`config.mk`:
```
export PLATFORM = sky130hd
export DESIGN_NAME = tcce_ctrl
export DESIGN_NICKNAME = d
export VERILOG_FILES = /design/src/tcce_pkg.sv /design/src/tcce_ctrl.sv
export SDC_FILE = /design/constraint.sdc
export NUM_CORES = 1
export LEC_CHECK = 0
export ABC_AREA = 1
export BUFFER_PORTS_ARGS = -buffer_cell sky130_fd_sc_hd__clkbuf_2
export CORE_AREA = 2 2 39 41
export CTS_CLUSTER_SIZE = 28
export DETAILED_ROUTE_END_ITERATION = 10
export DIE_AREA = 0 0 41 43
export GPL_TIMING_DRIVEN = 0
export HOLD_SLACK_MARGIN = 0.12
export PLACE_DENSITY = 0.67
export SYNTH_ARGS = -nofsm -noshare
export SYNTH_HDL_FRONTEND = slang
export SYNTH_SLANG_ARGS = --single-unit
export TNS_END_PERCENT = 50
```
`constraint.sdc`:
```
create_clock -name clk -period 1.23 [get_ports clk]
set_clock_uncertainty 0.1 [all_clocks]
set_input_delay 0.123 -clock clk [delete_from_list [all_inputs] [get_ports clk]]
set_output_delay 0.123 -clock clk [all_outputs]
set_load 0.02 [all_outputs]
```
`src/tcce_pkg.sv`:
```
// Shared types, constants and codes for the text console cursor engine.
// No dependencies.
`timescale 1ns / 1ps

package tcce_pkg;

    localparam int COLUMNS  = 80;
    localparam int ROWS     = 25;
    localparam int TAB_STOP = 8;

    localparam int CELLS      = COLUMNS * ROWS;
    localparam int COPY_CELLS = (ROWS - 1) * COLUMNS;
    localparam int ADDR_W     = $clog2(CELLS);

    // field widths of the item and result
    localparam int COL_W  = 7;
    localparam int ROW_W  = 5;
    localparam int POS_W  = 11;
    localparam int CELL_W = 16;

    localparam logic [7:0] ATTR_RESET = 8'h0F;
    localparam logic [7:0] CH_BS      = 8'h08;
    localparam logic [7:0] CH_TAB     = 8'h09;
    localparam logic [7:0] CH_LF      = 8'h0A;
    localparam logic [7:0] CH_CR      = 8'h0D;
    localparam logic [7:0] CH_SPACE   = 8'h20;
    localparam logic [7:0] CH_LAST    = 8'h7F;

    typedef enum logic [1:0] {
        REQ_PUT   = 2'd0,
        REQ_CLEAR = 2'd1,
        REQ_READ  = 2'd2,
        REQ_NOP   = 2'd3
    } req_code_t;

    typedef enum logic [2:0] {
        ST_INIT,
        ST_IDLE,
        ST_PUT,
        ST_SCROLL_RD,
        ST_SCROLL_WR,
        ST_FILL,
        ST_READ,
        ST_DONE
    } state_t;

    typedef struct packed {
        logic latch;
        logic put;
        logic home;
        logic cnt_clr;
        logic cnt_inc;
        logic rd_scroll;
        logic wr_scroll;
        logic wr_fill;
        logic fill_reset;
        logic rd_cell;
        logic load_result;
    } tcce_cmd_t;

    typedef struct packed {
        logic scroll_req;
        logic copy_last;
        logic fill_last;
        logic out_free;
    } tcce_stat_t;

endpackage

```
`src/tcce_ctrl.sv`:
```
// Sequencer for the text console: decodes items and walks fill/scroll passes.
// Depends on tcce_pkg; drives tcce_dpath through the command struct.
`timescale 1ns / 1ps

module tcce_ctrl (
    input  logic                   clk,
    input  logic                   rst_n,
    input  logic                   req_valid,
    input  logic [1:0]             req_type,
    output logic                   req_ready,
    output tcce_pkg::tcce_cmd_t    cmd,
    input  tcce_pkg::tcce_stat_t   stat
);

    tcce_pkg::state_t state_reg, state_next;

    always_ff @(posedge clk or negedge rst_n)
    begin
        if (!rst_n)
        begin
            state_reg <= tcce_pkg::ST_INIT;
        end
        else
        begin
            state_reg <= state_next;
        end
    end

    always_comb
    begin
        state_next = state_reg;
        cmd        = '0;
        req_ready  = 1'b0;
        case (state_reg)
            tcce_pkg::ST_INIT:
            begin
                // power-up clearing pass with the reset attribute
                cmd.wr_fill    = 1'b1;
                cmd.fill_reset = 1'b1;
                cmd.cnt_inc    = 1'b1;
                if (stat.fill_last)
                begin
                    cmd.cnt_inc = 1'b0;
                    cmd.cnt_clr = 1'b1;
                    state_next  = tcce_pkg::ST_IDLE;
                end
            end
            tcce_pkg::ST_IDLE:
            begin
                req_ready = 1'b1;
                if (req_valid)
                begin
                    cmd.latch = 1'b1;
                    case (req_type)
                        tcce_pkg::REQ_PUT:
                        begin
                            state_next = tcce_pkg::ST_PUT;
                        end
                        tcce_pkg::REQ_CLEAR:
                        begin
                            cmd.home    = 1'b1;
                            cmd.cnt_clr = 1'b1;
                            state_next  = tcce_pkg::ST_FILL;
                        end
                        tcce_pkg::REQ_READ:
                        begin
                            state_next = tcce_pkg::ST_READ;
                        end
                        default:
                        begin
                            state_next = tcce_pkg::ST_DONE;
                        end
                    endcase
                end
            end
            tcce_pkg::ST_PUT:
            begin
                cmd.put     = 1'b1;
                cmd.cnt_clr = 1'b1;
                state_next  = stat.scroll_req ? tcce_pkg::ST_SCROLL_RD : tcce_pkg::ST_DONE;
            end
            tcce_pkg::ST_SCROLL_RD:
            begin
                cmd.rd_scroll = 1'b1;
                state_next    = tcce_pkg::ST_SCROLL_WR;
            end
            tcce_pkg::ST_SCROLL_WR:
            begin
                cmd.wr_scroll = 1'b1;
                cmd.cnt_inc   = 1'b1;
                // counter lands on the bottom line after the last copy
                state_next    = stat.copy_last ? tcce_pkg::ST_FILL : tcce_pkg::ST_SCROLL_RD;
            end
            tcce_pkg::ST_FILL:
            begin
                cmd.wr_fill = 1'b1;
                cmd.cnt_inc = 1'b1;
                if (stat.fill_last)
                begin
                    cmd.cnt_inc = 1'b0;
                    cmd.cnt_clr = 1'b1;
                    state_next  = tcce_pkg::ST_DONE;
                end
            end
            tcce_pkg::ST_READ:
            begin
                cmd.rd_cell = 1'b1;
                state_next  = tcce_pkg::ST_DONE;
            end
            tcce_pkg::ST_DONE:
            begin
                if (stat.out_free)
                begin
                    cmd.load_result = 1'b1;
                    state_next      = tcce_pkg::ST_IDLE;
                end
            end
            default:
            begin
                state_next = tcce_pkg::ST_IDLE;
            end
        endcase
    end

endmodule

```
### After elaboration in Yosys (flattened, before gate mapping)

Index checks and enable logic that the tools add are counted.

* equal/unequal tests: 13
* multiplexer cells: 25
* reductions and logical operators: 4

Operators by type and width (count)
* 3-bit one-hot mux with 8 select lines: 1
* 3-bit two-way mux: 6
* 3-bit equality test, second input constant: 4
* 1-bit two-way mux: 12
* 3-bit one-hot mux with 3 select lines: 1
* 2-bit inequality test, second input constant: 4
* 3-bit by 2-bit equality test with 1-bit output, second input constant: 2
* 2-bit two-way mux: 3
* 4-bit AND reduction: 1
* 3-bit by 1-bit equality test with 1-bit output, second input constant: 1
* 3-bit logical NOT: 1
* 1-bit one-hot mux with 3 select lines: 1
* 2-bit by 1-bit equality test with 1-bit output, second input constant: 1
* 2-bit equality test, second input constant: 1
* 2-bit logical NOT: 1
* 1-bit one-hot mux with 2 select lines: 1
* 2-bit OR reduction: 1

* flip-flop bits (word level): 3
* input bits: 9
* output and inout bits: 12

### Longest topological paths before layout

* word-level depth: 4
* depth in mapped cells: 9
* depth with buffers taken out: 8

### Worst setup path before layout

OpenSTA, ideal clock, no wires.

* path kind: register -> output
* from: register state_reg[2]
* to: output cmd[7] (netlist bit)
* arrival time: 1.302 ns
* required time: 1.007 ns
* slack: -0.295 ns
* stages on the path, launching flop included: 6
* path buffers: 0
* cell sequence: dfrtp_1 > inv_2 > nand3_2 > nor2_1 > nand3_1 > nand2_1

RTL lines
* start, declared: line tcce_ctrl.sv:15 `tcce_pkg::state_t state_reg, state_next;`
* start signal, assigned: line tcce_ctrl.sv:21 `state_reg <= tcce_pkg::ST_INIT;`
* start signal, assigned: line tcce_ctrl.sv:25 `state_reg <= state_next;`
* end, declared: line tcce_ctrl.sv:11 `output tcce_pkg::tcce_cmd_t cmd,`

==> metrics.txt <==
final WL 1200 um; setup ws final -0.265 ns; Port Buffers 20; Post-Syn Area between 300 and 400 sq um; die height 43 um; Worst Min Path Start stat[0]; fin crit share 122%; final hold violations 0; nets 110; Yosys warning count 0; RR Startpoint state_reg[1]; Worst setup SP type register; Finished Layout Cells between 100 and 150; Lkg Pwr 0.462 nW; total CTS buffers 3; Boundary Pins 21; CTS tree built; initial antenna violation count 0; RD Place Congestion between 0.7 and 0.8; Cells after DPL 99; Avg WL per Cell 10.3 um; Slew @ Worst Pin 0.195 ns; CTS root buf clkbuf_4; Critical Path RT a little over 1 ns; Clk pin slew, worst setup/hold paths approximately 0.030 ns; Max Clk Rate ~670 MHz; flip-flop and latch count after synthesis 3; sequential area share after synthesis roughly a fifth; reg2reg end state_reg[1]; die area ~0.0018 sq mm; # rows 14; clk sink count 3; maximum VDD drop 1.34 mV; total power 0.00232 W; worst skew pair latency approximately 0.23 ns; drt pass-1 iters 3; die extent in x slightly above 40 um; WS Path Type register to output pin; area delta synth->final 123%; routed vias 514; net count after synthesis between 70 and 80; CTS H-tree lvls 1; hold path cells 4; max reg flops 3; Critical Path End Type output pin; Placeable Area roughly 0.0014 sq mm; Final setup viols 15; DRC viols 0; worst rel slew slack around 87%; Tot GR Track Use about 16%; final design utilization around three fifths; Post-Synthesis Cells 63; max-slew violation count 0; Worst R2R Path Depth 9; share of layout cells above drive strength 1 60.0%; max-cap violations 0; Final TNS setup -2.68 ns; first-pass GRT wire length 1930 um; failing checks setup timing; status complete, but fails checks; post-DP HPWL 727 um; ANT nets after route 0; critical path fanouts, max 6; worst reg2reg setup slack -0.15 ns; total congestion overflow 0; Worst Hold End state_reg[1]; # diodes 0; largest net degree at the start of global routing 8; RSZ-0062 raised after global routing true; Initial Utilization between 20% and 30%; DR iter-0 viols 4; Max Root-Sink Buffers 2; Vias per Instance between 4 and 5; Worst Hold Class input pin to register; Syn Area/Cell ~5.8 sq um; Netlist cell types 19; Tmin final about 1.5 ns; vias in the first global route ~490; PD cells approximately 2900 mW/mm^2; arrival time worst endpoint 1.27 ns
## worst max path at each step
stage	from	end	slack, ns	cells past startpoint
floorplan	state_reg[2]	cmd[8]	-0.09	5
global placement	state_reg[1]	cmd[7]	-0.20	6
detailed placement	state_reg[1]	cmd[7]	-0.23	6
CTS	state_reg[1]	cmd[0]	-0.28	4
global route	state_reg[1]	cmd[7]	-0.36	6
finish	state_reg[1]	cmd[6]	-0.27	6
## power breakdown
| part | switching [W] | internal [W] | total, W |
|---|---|---|---|
| Combinational | 0.000984 | 0.000922 | 0.00191 |
| Sequential | 0.0000798 | 0.000161 | 0.000241 |
| Clock | 0.0000488 | 0.000121 | 0.000170 |
| Total | 0.00111 | 0.00120 | 0.00232 |
## metal layers
layer / track usage, % / share of wire [%]
met5: 0 / 0
met4: 10.7 / 0
met3: 4.19 / 2.8
met2: 25.0 / 57
met1: 18.6 / 40
## metrics by stage
step | worst slack (ns) | area (sq um) | hold slack [ns]
finish | -0.265 | 811 | 0.173
global route | -0.360 | 811 | 0.222
CTS | -0.277 | 767 | 0.154
detailed placement | -0.227 | 523 | -0.178
global placement | -0.204 | 523 | -0.181
floorplan | -0.0869 | 403 | -0.273
## timing repair
item,in CTS,in global routing
gates resized for setup,35,10
buffers inserted,9,2
endpoints found under the setup margin,15,15
pin swaps,10,4
gates cloned,0,0
hold endpoints to repair,3,0
hold buffers,2,0
## layout by cell type (no fill, tap or decap)
cell           instances
nand2_1               12
inv_1                 11
buf_4                 10
clkbuf_2               8
clkbuf_8               6
nand3_1                5
clkbuf_4               5
buf_6                  4
nor2_4                 4
inv_4                  4
nand2_4                4
inv_2                  3
nand3_4                2
nand2_2                2
o21ai_0                2
nor2_1                 2
dlygate4sd3_1          2
buf_8                  2
dfrtp_2                2
nand3_2                1
a21oi_4                1
nor4_2                 1
nand3b_1               1
nand4_1                1
o21ai_2                1
o21bai_1               1
o211ai_1               1
clkbuf_1               1
dfrtp_1                1
## logic make-up (layout without fill, tap and decap cells)
kind of cell / count (synthesis) / count (layout) / synth area share (%)
buf+inv: 19 / 56 / 21.6
simple gates: 35 / 35 / 48.1
compound gates: 6 / 6 / 9.62
flops: 3 / 3 / 20.6
## cells in the mapped netlist (all sizes together)
master	count	area [sq um]
inv	18	67.6
nand2	18	80.1
nand3	8	45.0
nor2	6	30.0
dfrtp	3	75.1
o21ai	3	15.0
a21oi	1	5.00
buf	1	11.3
nand3b	1	7.51
nand4	1	6.26
nor4	1	6.26
o211ai	1	7.51
o21bai	1	7.51
## worst max-delay path: stages, from the launching register on
cell      delay, ns
dfrtp_2        0.46
nor2_4         0.14
nand2_2        0.09
nand2_4        0.11
nand2_4        0.06
nand2_2        0.05
clkbuf_8       0.14
## final cells by class
type                            instances  area, sq um
Buffer                                  1         11.3
Fill cell                             135          573
Inverter                               18         77.6
Multi-Input combinational cell         41          302
Clock buffer                            4         26.3
Tap cell                               16         20.0
Sequential cell                         3         77.6
Timing Repair Buffer                   33          297
(Power assumes the default switching activity.)
